### config.mk
export PLATFORM = sky130hd
export DESIGN_NAME = dual_resource_fifo_lock_unit
export DESIGN_NICKNAME = d
export VERILOG_FILES = /design/src/hw/rtl/drfl_pkg.sv /design/src/hw/rtl/drfl_calc.sv /design/src/hw/rtl/drfl_ring.sv /design/src/hw/rtl/dual_resource_fifo_lock_unit.sv
export SDC_FILE = /design/constraint.sdc
export NUM_CORES = 1
export LEC_CHECK = 0
export BUFFER_PORTS_ARGS = -buffer_cell sky130_fd_sc_hd__buf_2
export CORE_UTILIZATION = 30
export CTS_CLUSTER_SIZE = 28
export DETAILED_ROUTE_END_ITERATION = 8
export PLACE_DENSITY_LB_ADDON = 0.25
export SYNTH_ARGS = -nofsm -noshare
export SYNTH_HDL_FRONTEND = slang
export SYNTH_SLANG_ARGS = --single-unit
### constraint.sdc
create_clock -name clock -period 9 [get_ports clock]
set_input_delay 0.45 -clock clock [delete_from_list [all_inputs] [get_ports clock]]
set_output_delay 0.45 -clock clock [all_outputs]
set_load 0.005 [all_outputs]
### src/hw/rtl/drfl_pkg.sv
// Shared types, sizes, codes and helpers of the dual resource FIFO lock.
// No dependencies; every other file of the block refers to it by scoped names.
package drfl_pkg;

   localparam int WAIT_DEPTH = 16;
   localparam int TASK_COUNT = 32;
   localparam int PTR_W      = (WAIT_DEPTH > 1) ? $clog2(WAIT_DEPTH) : 1;
   localparam int CNT_W      = $clog2(WAIT_DEPTH + 1);
   localparam int TASK_W     = 5;
   localparam int AMT_W      = 8;
   localparam int MASK_W     = 32;
   localparam int KIND_W     = 2;
   localparam int STATUS_W   = 3;
   localparam int CSR_IDX_W  = 3;
   localparam int CSR_DATA_W = 32;

   // request kinds
   localparam logic [KIND_W-1:0] KIND_RESERVE = 2'd0;
   localparam logic [KIND_W-1:0] KIND_RELEASE = 2'd1;
   localparam logic [KIND_W-1:0] KIND_MAKE    = 2'd2;

   // response status codes
   localparam logic [STATUS_W-1:0] ST_GRANTED    = 3'd0;
   localparam logic [STATUS_W-1:0] ST_SUSP_SYNC  = 3'd1;
   localparam logic [STATUS_W-1:0] ST_SUSP_ASYNC = 3'd2;
   localparam logic [STATUS_W-1:0] ST_REJECTED   = 3'd3;
   localparam logic [STATUS_W-1:0] ST_QUEUE_FULL = 3'd4;

   // register indexes
   localparam logic [CSR_IDX_W-1:0] CSR_MAX_A       = 3'd0;
   localparam logic [CSR_IDX_W-1:0] CSR_MAX_B       = 3'd1;
   localparam logic [CSR_IDX_W-1:0] CSR_START_A     = 3'd2;
   localparam logic [CSR_IDX_W-1:0] CSR_START_B     = 3'd3;
   localparam logic [CSR_IDX_W-1:0] CSR_VALID_MASK  = 3'd4;
   localparam logic [CSR_IDX_W-1:0] CSR_ASYNC_MASK  = 3'd5;

   localparam logic [AMT_W-1:0]  MAX_RESET        = 8'hFF;
   localparam logic [AMT_W-1:0]  START_RESET      = 8'h00;
   localparam logic [MASK_W-1:0] VALID_MASK_RESET = 32'hFFFF_FFFF;
   localparam logic [MASK_W-1:0] ASYNC_MASK_RESET = 32'h0000_0000;
   localparam logic [TASK_W-1:0] NO_TASK          = 5'd0;
   localparam logic [AMT_W-1:0]  NO_AMOUNT        = 8'd0;

   // one waiting task
   typedef struct packed {
      logic [TASK_W-1:0] task_id;
      logic [AMT_W-1:0]  amt_b;
      logic [AMT_W-1:0]  amt_a;
   } wait_entry_type;

   // operands of the shared compare/add unit
   typedef struct packed {
      logic [AMT_W-1:0] x_a;
      logic [AMT_W-1:0] x_b;
      logic [AMT_W-1:0] y_a;
      logic [AMT_W-1:0] y_b;
      logic [AMT_W-1:0] lim_a;
      logic [AMT_W-1:0] lim_b;
   } calc_arg_type;

   typedef struct packed {
      logic             fit;    // x <= y on both resources
      logic [AMT_W-1:0] sum_a;  // min(x + y, lim)
      logic [AMT_W-1:0] sum_b;
   } calc_res_type;

   function automatic logic task_ok(logic [TASK_W-1:0] id, logic [MASK_W-1:0] mask);
      return (({1'b0, id} < TASK_COUNT) && mask[id]);
   endfunction

endpackage

### src/hw/rtl/drfl_calc.sv
// Shared compare and saturating add unit, reused by the reserve, add and scan steps of the sequencer.
// Depends on drfl_pkg.
module drfl_calc (
   input  drfl_pkg::calc_arg_type arg,
   output drfl_pkg::calc_res_type res
);

   logic [drfl_pkg::AMT_W:0] sum_a;
   logic [drfl_pkg::AMT_W:0] sum_b;

   assign sum_a = {1'b0, arg.x_a} + {1'b0, arg.y_a};
   assign sum_b = {1'b0, arg.x_b} + {1'b0, arg.y_b};

   always_comb begin
      res.fit   = (arg.x_a <= arg.y_a) && (arg.x_b <= arg.y_b);
      res.sum_a = (sum_a > {1'b0, arg.lim_a}) ? arg.lim_a : sum_a[drfl_pkg::AMT_W-1:0];
      res.sum_b = (sum_b > {1'b0, arg.lim_b}) ? arg.lim_b : sum_b[drfl_pkg::AMT_W-1:0];
   end

endmodule

### src/hw/rtl/drfl_ring.sv
// Wait queue storage: one write port, one registered read port.
// Depends on drfl_pkg.
module drfl_ring (
   input  logic                          clock,
   input  logic                          wr_en,
   input  logic [drfl_pkg::PTR_W-1:0]    wr_addr,
   input  drfl_pkg::wait_entry_type      wr_data,
   input  logic [drfl_pkg::PTR_W-1:0]    rd_addr,
   output drfl_pkg::wait_entry_type      rd_data
);

   drfl_pkg::wait_entry_type mem [drfl_pkg::WAIT_DEPTH];
   drfl_pkg::wait_entry_type rd_data_ff;

   always_ff @(posedge clock) begin
      if (wr_en) begin
         mem[wr_addr] <= wr_data;
      end
      rd_data_ff <= mem[rd_addr];
   end

   assign rd_data = rd_data_ff;

endmodule

### src/hw/rtl/dual_resource_fifo_lock_unit.sv
// Dual resource FIFO lock: sequencer, lock state and config registers.
// Depends on drfl_pkg, drfl_calc and drfl_ring.
// States to rsp_valid: a reserve S_RSV_MAX, S_RSV_FIT (skipped if rejected), S_DONE; a release
// without owner or an unused kind S_DONE; make available under an owner S_ADD, S_DONE; a queue
// scan S_ADD, then S_SCAN_RD and S_SCAN_CHK per waiter dropped, then S_SCAN_RD or S_SCAN_CHK, S_DONE.
// One item at a time: a beat is taken only in S_IDLE, which S_DONE enters once the output register is free.
// Reset (synchronous): no owner, counts 0, queue empty, registers to reset values.
module dual_resource_fifo_lock_unit (
   input  logic                              clock,
   input  logic                              reset,
   input  logic                              req_valid,
   output logic                              req_stall,
   input  logic [drfl_pkg::KIND_W-1:0]       req_kind,
   input  logic [drfl_pkg::TASK_W-1:0]       req_task_id,
   input  logic [drfl_pkg::AMT_W-1:0]        req_amount_a,
   input  logic [drfl_pkg::AMT_W-1:0]        req_amount_b,
   output logic                              rsp_valid,
   input  logic                              rsp_stall,
   output logic [drfl_pkg::STATUS_W-1:0]     rsp_status,
   output logic                              rsp_resumed_valid,
   output logic [drfl_pkg::TASK_W-1:0]       rsp_resumed_task,
   output logic                              rsp_owner_valid,
   output logic [drfl_pkg::TASK_W-1:0]       rsp_owner_task,
   output logic [drfl_pkg::AMT_W-1:0]        rsp_avail_a,
   output logic [drfl_pkg::AMT_W-1:0]        rsp_avail_b,
   input  logic                              csr_wr_en,
   input  logic [drfl_pkg::CSR_IDX_W-1:0]    csr_index,
   input  logic [drfl_pkg::CSR_DATA_W-1:0]   csr_wr_data
);

   localparam logic [2:0] S_IDLE     = 3'd0;
   localparam logic [2:0] S_RSV_MAX  = 3'd1;
   localparam logic [2:0] S_RSV_FIT  = 3'd2;
   localparam logic [2:0] S_ADD      = 3'd3;
   localparam logic [2:0] S_SCAN_RD  = 3'd4;
   localparam logic [2:0] S_SCAN_CHK = 3'd5;
   localparam logic [2:0] S_DONE     = 3'd6;

   localparam int W = drfl_pkg::AMT_W;
   localparam int T = drfl_pkg::TASK_W;

   logic [2:0] state_ff, state_in;

   // configuration
   logic [W-1:0]                  max_a_ff, max_a_in, max_b_ff, max_b_in;
   logic [drfl_pkg::MASK_W-1:0]   valid_mask_ff, valid_mask_in;
   logic [drfl_pkg::MASK_W-1:0]   async_mask_ff, async_mask_in;

   // lock state
   logic                          owner_ff, owner_in;
   logic [T-1:0]                  owner_id_ff, owner_id_in;
   logic [W-1:0]                  count_a_ff, count_a_in, count_b_ff, count_b_in;
   logic [drfl_pkg::PTR_W-1:0]    head_ff, head_in;
   logic [drfl_pkg::CNT_W-1:0]    ring_cnt_ff, ring_cnt_in;

   // item in progress
   logic [T-1:0]                  task_ff, task_in;
   logic [W-1:0]                  amt_a_ff, amt_a_in, amt_b_ff, amt_b_in;
   logic [drfl_pkg::STATUS_W-1:0] status_ff, status_in;
   logic                          res_v_ff, res_v_in;
   logic [T-1:0]                  res_t_ff, res_t_in;

   // output register
   logic                          rsp_valid_ff, rsp_valid_in;
   logic [drfl_pkg::STATUS_W-1:0] rsp_status_ff, rsp_status_in;
   logic                          rsp_res_v_ff, rsp_res_v_in;
   logic [T-1:0]                  rsp_res_t_ff, rsp_res_t_in;
   logic                          rsp_own_v_ff, rsp_own_v_in;
   logic [T-1:0]                  rsp_own_t_ff, rsp_own_t_in;
   logic [W-1:0]                  rsp_avail_a_ff, rsp_avail_a_in;
   logic [W-1:0]                  rsp_avail_b_ff, rsp_avail_b_in;

   drfl_pkg::calc_arg_type        calc_arg;
   drfl_pkg::calc_res_type        calc_res;
   drfl_pkg::wait_entry_type      ring_wr_data, ring_rd_data;
   logic                          ring_wr_en;
   logic [drfl_pkg::PTR_W-1:0]    tail;
   logic [drfl_pkg::CNT_W:0]      tail_sum;
   logic [drfl_pkg::PTR_W-1:0]    head_next;
   logic                          req_beat;

   drfl_calc u_calc (
      .arg (calc_arg),
      .res (calc_res)
   );

   drfl_ring u_ring (
      .clock   (clock),
      .wr_en   (ring_wr_en),
      .wr_addr (tail),
      .wr_data (ring_wr_data),
      .rd_addr (head_ff),
      .rd_data (ring_rd_data)
   );

   assign req_stall = (state_ff != S_IDLE);
   assign req_beat  = req_valid && !req_stall;

   // wrap tail and head for any queue depth
   assign tail_sum  = {{(drfl_pkg::CNT_W + 1 - drfl_pkg::PTR_W){1'b0}}, head_ff}
                    + {1'b0, ring_cnt_ff};
   assign tail      = (tail_sum >= drfl_pkg::WAIT_DEPTH)
                    ? drfl_pkg::PTR_W'(tail_sum - drfl_pkg::WAIT_DEPTH)
                    : tail_sum[drfl_pkg::PTR_W-1:0];
   assign head_next = (head_ff == drfl_pkg::PTR_W'(drfl_pkg::WAIT_DEPTH - 1))
                    ? '0 : head_ff + 1'b1;

   assign ring_wr_data.task_id = task_ff;
   assign ring_wr_data.amt_a   = amt_a_ff;
   assign ring_wr_data.amt_b   = amt_b_ff;

   // operand select for the shared unit
   always_comb begin
      calc_arg.x_a   = amt_a_ff;
      calc_arg.x_b   = amt_b_ff;
      calc_arg.y_a   = max_a_ff;
      calc_arg.y_b   = max_b_ff;
      calc_arg.lim_a = max_a_ff;
      calc_arg.lim_b = max_b_ff;
      case (state_ff)
         S_RSV_FIT: begin
            calc_arg.y_a = count_a_ff;
            calc_arg.y_b = count_b_ff;
         end
         S_ADD: begin
            calc_arg.x_a = count_a_ff;
            calc_arg.x_b = count_b_ff;
            calc_arg.y_a = amt_a_ff;
            calc_arg.y_b = amt_b_ff;
         end
         S_SCAN_CHK: begin
            calc_arg.x_a = ring_rd_data.amt_a;
            calc_arg.x_b = ring_rd_data.amt_b;
            calc_arg.y_a = count_a_ff;
            calc_arg.y_b = count_b_ff;
         end
         default: begin
         end
      endcase
   end

   always_comb begin
      state_in       = state_ff;
      max_a_in       = max_a_ff;
      max_b_in       = max_b_ff;
      valid_mask_in  = valid_mask_ff;
      async_mask_in  = async_mask_ff;
      owner_in       = owner_ff;
      owner_id_in    = owner_id_ff;
      count_a_in     = count_a_ff;
      count_b_in     = count_b_ff;
      head_in        = head_ff;
      ring_cnt_in    = ring_cnt_ff;
      task_in        = task_ff;
      amt_a_in       = amt_a_ff;
      amt_b_in       = amt_b_ff;
      status_in      = status_ff;
      res_v_in       = res_v_ff;
      res_t_in       = res_t_ff;
      ring_wr_en     = 1'b0;
      rsp_valid_in   = rsp_valid_ff && rsp_stall;
      rsp_status_in  = rsp_status_ff;
      rsp_res_v_in   = rsp_res_v_ff;
      rsp_res_t_in   = rsp_res_t_ff;
      rsp_own_v_in   = rsp_own_v_ff;
      rsp_own_t_in   = rsp_own_t_ff;
      rsp_avail_a_in = rsp_avail_a_ff;
      rsp_avail_b_in = rsp_avail_b_ff;

      if (csr_wr_en) begin
         case (csr_index)
            drfl_pkg::CSR_MAX_A:      max_a_in      = csr_wr_data[W-1:0];
            drfl_pkg::CSR_MAX_B:      max_b_in      = csr_wr_data[W-1:0];
            // start count writes are ignored; reset sets the counts to START_RESET (zero)
            drfl_pkg::CSR_START_A:    begin end
            drfl_pkg::CSR_START_B:    begin end
            drfl_pkg::CSR_VALID_MASK: valid_mask_in = csr_wr_data[drfl_pkg::MASK_W-1:0];
            drfl_pkg::CSR_ASYNC_MASK: async_mask_in = csr_wr_data[drfl_pkg::MASK_W-1:0];
            default: begin
            end
         endcase
      end

      case (state_ff)
         S_IDLE: begin
            if (req_beat) begin
               task_in   = req_task_id;
               amt_a_in  = req_amount_a;
               amt_b_in  = req_amount_b;
               status_in = drfl_pkg::ST_GRANTED;
               res_v_in  = 1'b0;
               res_t_in  = drfl_pkg::NO_TASK;
               case (req_kind)
                  drfl_pkg::KIND_RESERVE: state_in = S_RSV_MAX;
                  drfl_pkg::KIND_RELEASE: begin
                     if (owner_ff) begin
                        owner_in    = 1'b0;
                        owner_id_in = drfl_pkg::NO_TASK;
                        amt_a_in    = drfl_pkg::NO_AMOUNT;
                        amt_b_in    = drfl_pkg::NO_AMOUNT;
                        state_in    = S_ADD;
                     end else begin
                        state_in = S_DONE;
                     end
                  end
                  drfl_pkg::KIND_MAKE: state_in = S_ADD;
                  default: begin
                     status_in = drfl_pkg::ST_REJECTED;
                     state_in  = S_DONE;
                  end
               endcase
            end
         end
         S_RSV_MAX: begin
            if (!calc_res.fit || !drfl_pkg::task_ok(task_ff, valid_mask_ff)) begin
               status_in = drfl_pkg::ST_REJECTED;
               state_in  = S_DONE;
            end else begin
               state_in = S_RSV_FIT;
            end
         end
         S_RSV_FIT: begin
            state_in = S_DONE;
            if (!owner_ff && calc_res.fit) begin
               owner_in    = 1'b1;
               owner_id_in = task_ff;
               status_in   = drfl_pkg::ST_GRANTED;
            end else if (ring_cnt_ff >= drfl_pkg::CNT_W'(drfl_pkg::WAIT_DEPTH)) begin
               status_in = drfl_pkg::ST_QUEUE_FULL;
            end else begin
               ring_wr_en  = 1'b1;
               ring_cnt_in = ring_cnt_ff + 1'b1;
               status_in   = async_mask_ff[task_ff] ? drfl_pkg::ST_SUSP_ASYNC
                                                    : drfl_pkg::ST_SUSP_SYNC;
            end
         end
         S_ADD: begin
            count_a_in = calc_res.sum_a;
            count_b_in = calc_res.sum_b;
            state_in   = owner_ff ? S_DONE : S_SCAN_RD;
         end
         S_SCAN_RD: begin
            // head entry reads out on this edge
            state_in = (ring_cnt_ff == '0) ? S_DONE : S_SCAN_CHK;
         end
         S_SCAN_CHK: begin
            if (!calc_res.fit) begin
               state_in = S_DONE;
            end else begin
               head_in     = head_next;
               ring_cnt_in = ring_cnt_ff - 1'b1;
               if (drfl_pkg::task_ok(ring_rd_data.task_id, valid_mask_ff)) begin
                  owner_in    = 1'b1;
                  owner_id_in = ring_rd_data.task_id;
                  res_v_in    = 1'b1;
                  res_t_in    = ring_rd_data.task_id;
                  state_in    = S_DONE;
               end else begin
                  state_in = S_SCAN_RD;
               end
            end
         end
         S_DONE: begin
            // hold until the output register is free
            if (!rsp_valid_ff || !rsp_stall) begin
               rsp_valid_in   = 1'b1;
               rsp_status_in  = status_ff;
               rsp_res_v_in   = res_v_ff;
               rsp_res_t_in   = res_t_ff;
               rsp_own_v_in   = owner_ff;
               rsp_own_t_in   = owner_id_ff;
               rsp_avail_a_in = count_a_ff;
               rsp_avail_b_in = count_b_ff;
               state_in       = S_IDLE;
            end
         end
         default: state_in = S_IDLE;
      endcase
   end

   always_ff @(posedge clock) begin
      if (reset) begin
         state_ff      <= S_IDLE;
         max_a_ff      <= drfl_pkg::MAX_RESET;
         max_b_ff      <= drfl_pkg::MAX_RESET;
         valid_mask_ff <= drfl_pkg::VALID_MASK_RESET;
         async_mask_ff <= drfl_pkg::ASYNC_MASK_RESET;
         owner_ff      <= 1'b0;
         owner_id_ff   <= drfl_pkg::NO_TASK;
         count_a_ff    <= drfl_pkg::START_RESET;
         count_b_ff    <= drfl_pkg::START_RESET;
         head_ff       <= '0;
         ring_cnt_ff   <= '0;
         rsp_valid_ff  <= 1'b0;
      end else begin
         state_ff      <= state_in;
         max_a_ff      <= max_a_in;
         max_b_ff      <= max_b_in;
         valid_mask_ff <= valid_mask_in;
         async_mask_ff <= async_mask_in;
         owner_ff      <= owner_in;
         owner_id_ff   <= owner_id_in;
         count_a_ff    <= count_a_in;
         count_b_ff    <= count_b_in;
         head_ff       <= head_in;
         ring_cnt_ff   <= ring_cnt_in;
         rsp_valid_ff  <= rsp_valid_in;
      end
   end

   always_ff @(posedge clock) begin
      task_ff        <= task_in;
      amt_a_ff       <= amt_a_in;
      amt_b_ff       <= amt_b_in;
      status_ff      <= status_in;
      res_v_ff       <= res_v_in;
      res_t_ff       <= res_t_in;
      rsp_status_ff  <= rsp_status_in;
      rsp_res_v_ff   <= rsp_res_v_in;
      rsp_res_t_ff   <= rsp_res_t_in;
      rsp_own_v_ff   <= rsp_own_v_in;
      rsp_own_t_ff   <= rsp_own_t_in;
      rsp_avail_a_ff <= rsp_avail_a_in;
      rsp_avail_b_ff <= rsp_avail_b_in;
   end

   assign rsp_valid         = rsp_valid_ff;
   assign rsp_status        = rsp_status_ff;
   assign rsp_resumed_valid = rsp_res_v_ff;
   assign rsp_resumed_task  = rsp_res_t_ff;
   assign rsp_owner_valid   = rsp_own_v_ff;
   assign rsp_owner_task    = rsp_own_t_ff;
   assign rsp_avail_a       = rsp_avail_a_ff;
   assign rsp_avail_b       = rsp_avail_b_ff;

   a_ring_bound: assert property (@(posedge clock) disable iff (reset)
      ring_cnt_ff <= drfl_pkg::CNT_W'(drfl_pkg::WAIT_DEPTH))
      else $error("wait queue count above depth");

   a_scan_no_owner: assert property (@(posedge clock) disable iff (reset)
      (state_ff == S_SCAN_RD || state_ff == S_SCAN_CHK) |-> !owner_ff)
      else $error("queue scanned while the lock has an owner");

   a_pop_nonempty: assert property (@(posedge clock) disable iff (reset)
      (state_ff == S_SCAN_CHK) |-> (ring_cnt_ff != '0))
      else $error("queue entry checked while queue is empty");

   a_resume_owner: assert property (@(posedge clock) disable iff (reset)
      (rsp_valid_ff && rsp_res_v_ff) |-> (rsp_own_v_ff && rsp_own_t_ff == rsp_res_t_ff))
      else $error("resumed task is not the owner");

endmodule
==> flow_metrics.env <==
export IMPL_number_of_buffers_created_by_cts=57
export IMPL_path_cells="clkinv_1 > nand2_1 > nor2_1 > nor2_1 > buf_4 > nor2_1 > a211oi_1 > ha_1 > inv_1 > fa_1 > nor2b_1 > o21ai_0 > a21boi_0 > o22ai_1 > xnor2_1 > ha_1 > nand2_1 > o32ai_1 > a21oi_1 > a21oi_1 > o21ai_0 > o21ai_0 > a21oi_1"
export IMPL_initialDrtViolationCount=1076
export IMPL_placed_cells=2591
export IMPL_track_usage_pct=14.8
export IMPL_f_max_mhz=156
export IMPL_synth_sequential_area_ratio_pct=64.2
export IMPL_regArea_sq_um=14700
export IMPL_areaGrowthSynthToFinish_pct=15.8
export IMPL_routabilityCongestion=0.852
export IMPL_grt_antenna_before_repair=3
export IMPL_yosys_top_cells_count="397 x sky130_fd_sc_hd__edfxtp_1, 215 x sky130_fd_sc_hd__nand2_1, 136 x sky130_fd_sc_hd__dfxtp_1, 125 x sky130_fd_sc_hd__mux4_2, 72 x sky130_fd_sc_hd__a21oi_1"
export IMPL_worstSetupEndpointType="flip-flop"
export IMPL_synth_top_cells_by_area="sky130_fd_sc_hd__edfxtp_1 52%, sky130_fd_sc_hd__mux4_2 12%, sky130_fd_sc_hd__dfxtp_1 12%"
export IMPL_cts_htree_levels=2
export IMPL_timing_critical_path_buf_inv=3
export IMPL_ctsLongestPathBuffers=3
export IMPL_die_h_microns=278
export IMPL_outcome="finished, final reports clean"
export IMPL_clkPwrFrac_pct=34.1
export IMPL_unrepaired_setup_endpoints_after_global_routing="false"
export IMPL_cts_repair_resize_count=0
export IMPL_postRouteWirelength_mm=57.1
export IMPL_power_density_nw_per_um2=256
export IMPL_comb_power_share_pct=22.2
export IMPL_die_area_sq_um=77200
export IMPL_syn_mean_instance_area_sq_um=14.5
export IMPL_antenna_violating_nets_post_route=0
export IMPL_power_net_switching_uw=2030
export IMPL_clock_sink_count=533
export IMPL_nNetsFinal=1808
export IMPL_setup_skew_after_layout_ns=0.0389
export IMPL_netlist_top_cell_by_area="sky130_fd_sc_hd__edfxtp_1"
export IMPL_firstDrtPassIters=5
export IMPL_postSynthNetCount=1696
export IMPL_final_setup_viol_count=0
export IMPL_grt_first_pass_wirelength_mm=86.5
export IMPL_vdd_ir_drop_worst_uv=184
export IMPL_ys_async_sr_fraction_pct=0
export IMPL_cts_post_setup_buffers_inserted=0
export IMPL_timing_max_transition_violations_final=0
export IMPL_synth_top_cell_area_share_pct=52.2
export IMPL_total_i_o_pin_count=96
export IMPL_p_int_uw=4730
export IMPL_synth_enable_flop_cells=397
export IMPL_cts_root_buf="sky130_fd_sc_hd__clkbuf_16"
export IMPL_switching_share_pct=30.1
export IMPL_tightest_slew_ns=1.21
export IMPL_layout_drive_gt1_share_pct=22.0
export IMPL_worst_path_fanout_max=19
export IMPL_rows=100
export IMPL_timing_hold_worst_class="in -> reg"
export IMPL_grt_pass1_vias=13722
export IMPL_antenna_cells_inserted=0
export IMPL_layout_setup_ws_ns=2.61
export IMPL_hpwlAfterDp_mm=38.0
export IMPL_port_buffers=95
export IMPL_total_leakage_power_uw=0.00923
export IMPL_post_cts_hold_buffer_count=5
export IMPL_layout_min_cycle_time_ns=6.39
export IMPL_period_share_pct=71.1
export IMPL_drc_errors_left=0
export IMPL_wl_per_cell_microns=21.1
export IMPL_multiInputGateArea_sq_um=7690
export IMPL_dominant_delay_contributor_by_cell_family_on_the_critical_path="compound AO/OA/AOI/OAI gates"
export IMPL_synth_ff_latch_count=533
export IMPL_power_frac_seq_pct=43.7
export IMPL_post_synth_inst_count=1574
export IMPL_grt_remaining_overflow=0
export IMPL_setup_slack_of_the_most_critical_reg_to_reg_path_ns=2.61
export IMPL_dp_worst_setup_slack_ns=2.66
export IMPL_die_width_microns=278
export IMPL_cp_class="reg -> reg"
export IMPL_yosys_cell_count_top_type="sky130_fd_sc_hd__edfxtp_1"
export IMPL_master_of_the_slowest_instance_on_the_critical_path="sky130_fd_sc_hd__dfxtp_1"
export IMPL_cp_data_required_time_ns=9.45
export IMPL_filler_cell_count=7168
export IMPL_timing_slew_headroom_pct=19.1
export IMPL_grt_max_degree=71
export IMPL_critical_path_s_largest_stage_delay_ns=0.60
export IMPL_ys_flop_type="sky130_fd_sc_hd__edfxtp_1"
export IMPL_startpoint_type="flip-flop"
export IMPL_via_count=13483
export IMPL_synth_warnings=0
export IMPL_finalHoldViolations=0
export IMPL_cts_clk_slew_worst_paths_ns=0.06
export IMPL_netlist_cell_type_count=65
export IMPL_tritoncts="done"
export IMPL_timing_setup_tns_ns=0
export IMPL_netlist_area_sq_um=22800
export IMPL_core_sq_um=74800
export IMPL_cp_data_arrival_time_ns=6.84
export IMPL_cap_violations=0
export IMPL_vias_per_inst=4.99
export IMPL_clock_insertion_delay_worst_skew_ns=0.63
export IMPL_finish_cell_count_without_fillers=2702
export IMPL_initial_utilization_pct=30.5
power groups by stage:
stage | logic [uW] | clock network [uW] | registers [uW]
floorplan | 1070 | 0 | 2970
detailed placement | 1500 | 0 | 3010
CTS | 1510 | 2370 | 2960
global route | 1670 | 2460 | 2970
finish | 1500 | 2310 | 2960
global placement | 1490 | 0 | 3010
flip-flops by register name, indices dropped and copies added (netlist names), 4 cells and up:
| signal | count |
|---|---|
| async_mask_ff | 32 |
| head_ff | 4 |
| valid_mask_ff | 32 |
| amt_b_ff | 8 |
| task_ff | 5 |
| max_b_ff | 8 |
| u_ring.mem | 336 |
| ring_cnt_ff | 5 |
| u_ring.rd_data | 21 |
| rsp_resumed_task | 5 |
| count_a_ff | 8 |
| res_t_ff | 5 |
| rsp_avail_a | 8 |
| rsp_owner_task | 5 |
| rsp_avail_b | 8 |
| max_a_ff | 8 |
| amt_a_ff | 8 |
| count_b_ff | 8 |
| owner_id_ff | 5 |
logic make-up after synthesis:
group | count (synthesis) | synth area share [%]
adder cells (fa/ha/maj) | 59 | 3.37
XOR/XNOR | 20 | 0.768
AO/OA/AOI/OAI | 258 | 7.49
buffers and inverters | 143 | 2.47
multiplexers | 158 | 13.8
flip-flops | 533 | 64.2
AND/OR/NAND/NOR | 403 | 7.94
path summary, 6_finish.rpt:
kind	from	endpoint	cells past startpoint
hold / removal	csr_wr_data[18]	valid_mask_ff[18]	3
hold reg to reg	status_ff[2]	rsp_status[2]	0
setup / recovery	state_ff[2]	count_b_ff[7]	23
setup reg to reg	state_ff[2]	count_b_ff[7]	23
layout make-up:
type | instances | share of cell area (%)
Tap cell | 969 | 4.59
Inverter | 58 | 0.824
Multi-Input combinational cell | 898 | 29.1
Clock inverter | 38 | 1.40
Timing Repair Buffer | 138 | 3.07
Sequential cell | 533 | 55.5
Clock buffer | 68 | 5.55
layer usage:
layer | routed length [microns] | global-route usage (%) | share of wire [%] | vias to the layer above
li1 | - | - | - | 6255
met1 | 26700 | 20.9 | 47 | 6831
met2 | 26500 | 23.7 | 46 | 328
met3 | 2730 | 2.46 | 4.8 | 69
met4 | 1130 | 3.91 | 2.0 | 0
met5 | 0 | 0 | 0 | -
placed cells by master, fill, tap and decap left out, types with 10 or more instances in the layout:
cell,instances
sky130_fd_sc_hd__a211oi_1,12
sky130_fd_sc_hd__a21oi_1,71
sky130_fd_sc_hd__inv_1,56
sky130_fd_sc_hd__o22ai_1,18
sky130_fd_sc_hd__ha_1,55
sky130_fd_sc_hd__buf_4,38
sky130_fd_sc_hd__clkbuf_16,57
sky130_fd_sc_hd__nor3_1,16
sky130_fd_sc_hd__o211ai_1,17
sky130_fd_sc_hd__nand2_1,215
sky130_fd_sc_hd__clkinv_2,12
sky130_fd_sc_hd__a21o_1,11
sky130_fd_sc_hd__buf_2,95
sky130_fd_sc_hd__edfxtp_1,397
sky130_fd_sc_hd__dfxtp_1,133
sky130_fd_sc_hd__o21a_1,10
sky130_fd_sc_hd__clkinv_1,14
sky130_fd_sc_hd__clkbuf_1,11
sky130_fd_sc_hd__mux4_2,125
sky130_fd_sc_hd__and2_1,29
sky130_fd_sc_hd__nor2_1,47
sky130_fd_sc_hd__nand3_1,45
sky130_fd_sc_hd__a22oi_1,22
sky130_fd_sc_hd__mux2i_1,30
sky130_fd_sc_hd__xnor2_1,15
sky130_fd_sc_hd__o21ai_0,47
metrics by stage:
step | power, uW | utilization [%] | area [sq um] | hold WS, ns
final | 6770 | 35.3 | 26400 | 0.0500
after detailed placement | 4510 | 32.8 | 24500 | 0.408
after global placement | 4490 | 32.8 | 24500 | 0.405
after CTS | 6830 | 35.3 | 26400 | 0.0180
after floorplan | 4040 | - | 22800 | 0.400
after global routing | 7100 | 35.3 | 26400 | 0.0433
worst register-to-register path, cell delays in order (launching register included):
cell	delay [ns]
sky130_fd_sc_hd__dfxtp_1	0.60
sky130_fd_sc_hd__clkinv_1	0.55
sky130_fd_sc_hd__nand2_1	0.41
sky130_fd_sc_hd__nor2_1	0.21
sky130_fd_sc_hd__nor2_1	0.16
sky130_fd_sc_hd__buf_4	0.23
sky130_fd_sc_hd__nor2_1	0.06
sky130_fd_sc_hd__a211oi_1	0.37
sky130_fd_sc_hd__ha_1	0.26
sky130_fd_sc_hd__inv_1	0.07
sky130_fd_sc_hd__fa_1	0.47
sky130_fd_sc_hd__nor2b_1	0.12
sky130_fd_sc_hd__o21ai_0	0.10
sky130_fd_sc_hd__a21boi_0	0.34
sky130_fd_sc_hd__o22ai_1	0.18
sky130_fd_sc_hd__xnor2_1	0.17
sky130_fd_sc_hd__ha_1	0.30
sky130_fd_sc_hd__nand2_1	0.07
sky130_fd_sc_hd__o32ai_1	0.32
sky130_fd_sc_hd__a21oi_1	0.14
sky130_fd_sc_hd__a21oi_1	0.23
sky130_fd_sc_hd__o21ai_0	0.42
sky130_fd_sc_hd__o21ai_0	0.33
sky130_fd_sc_hd__a21oi_1	0.09
Power figures use the tool's default switching activity.
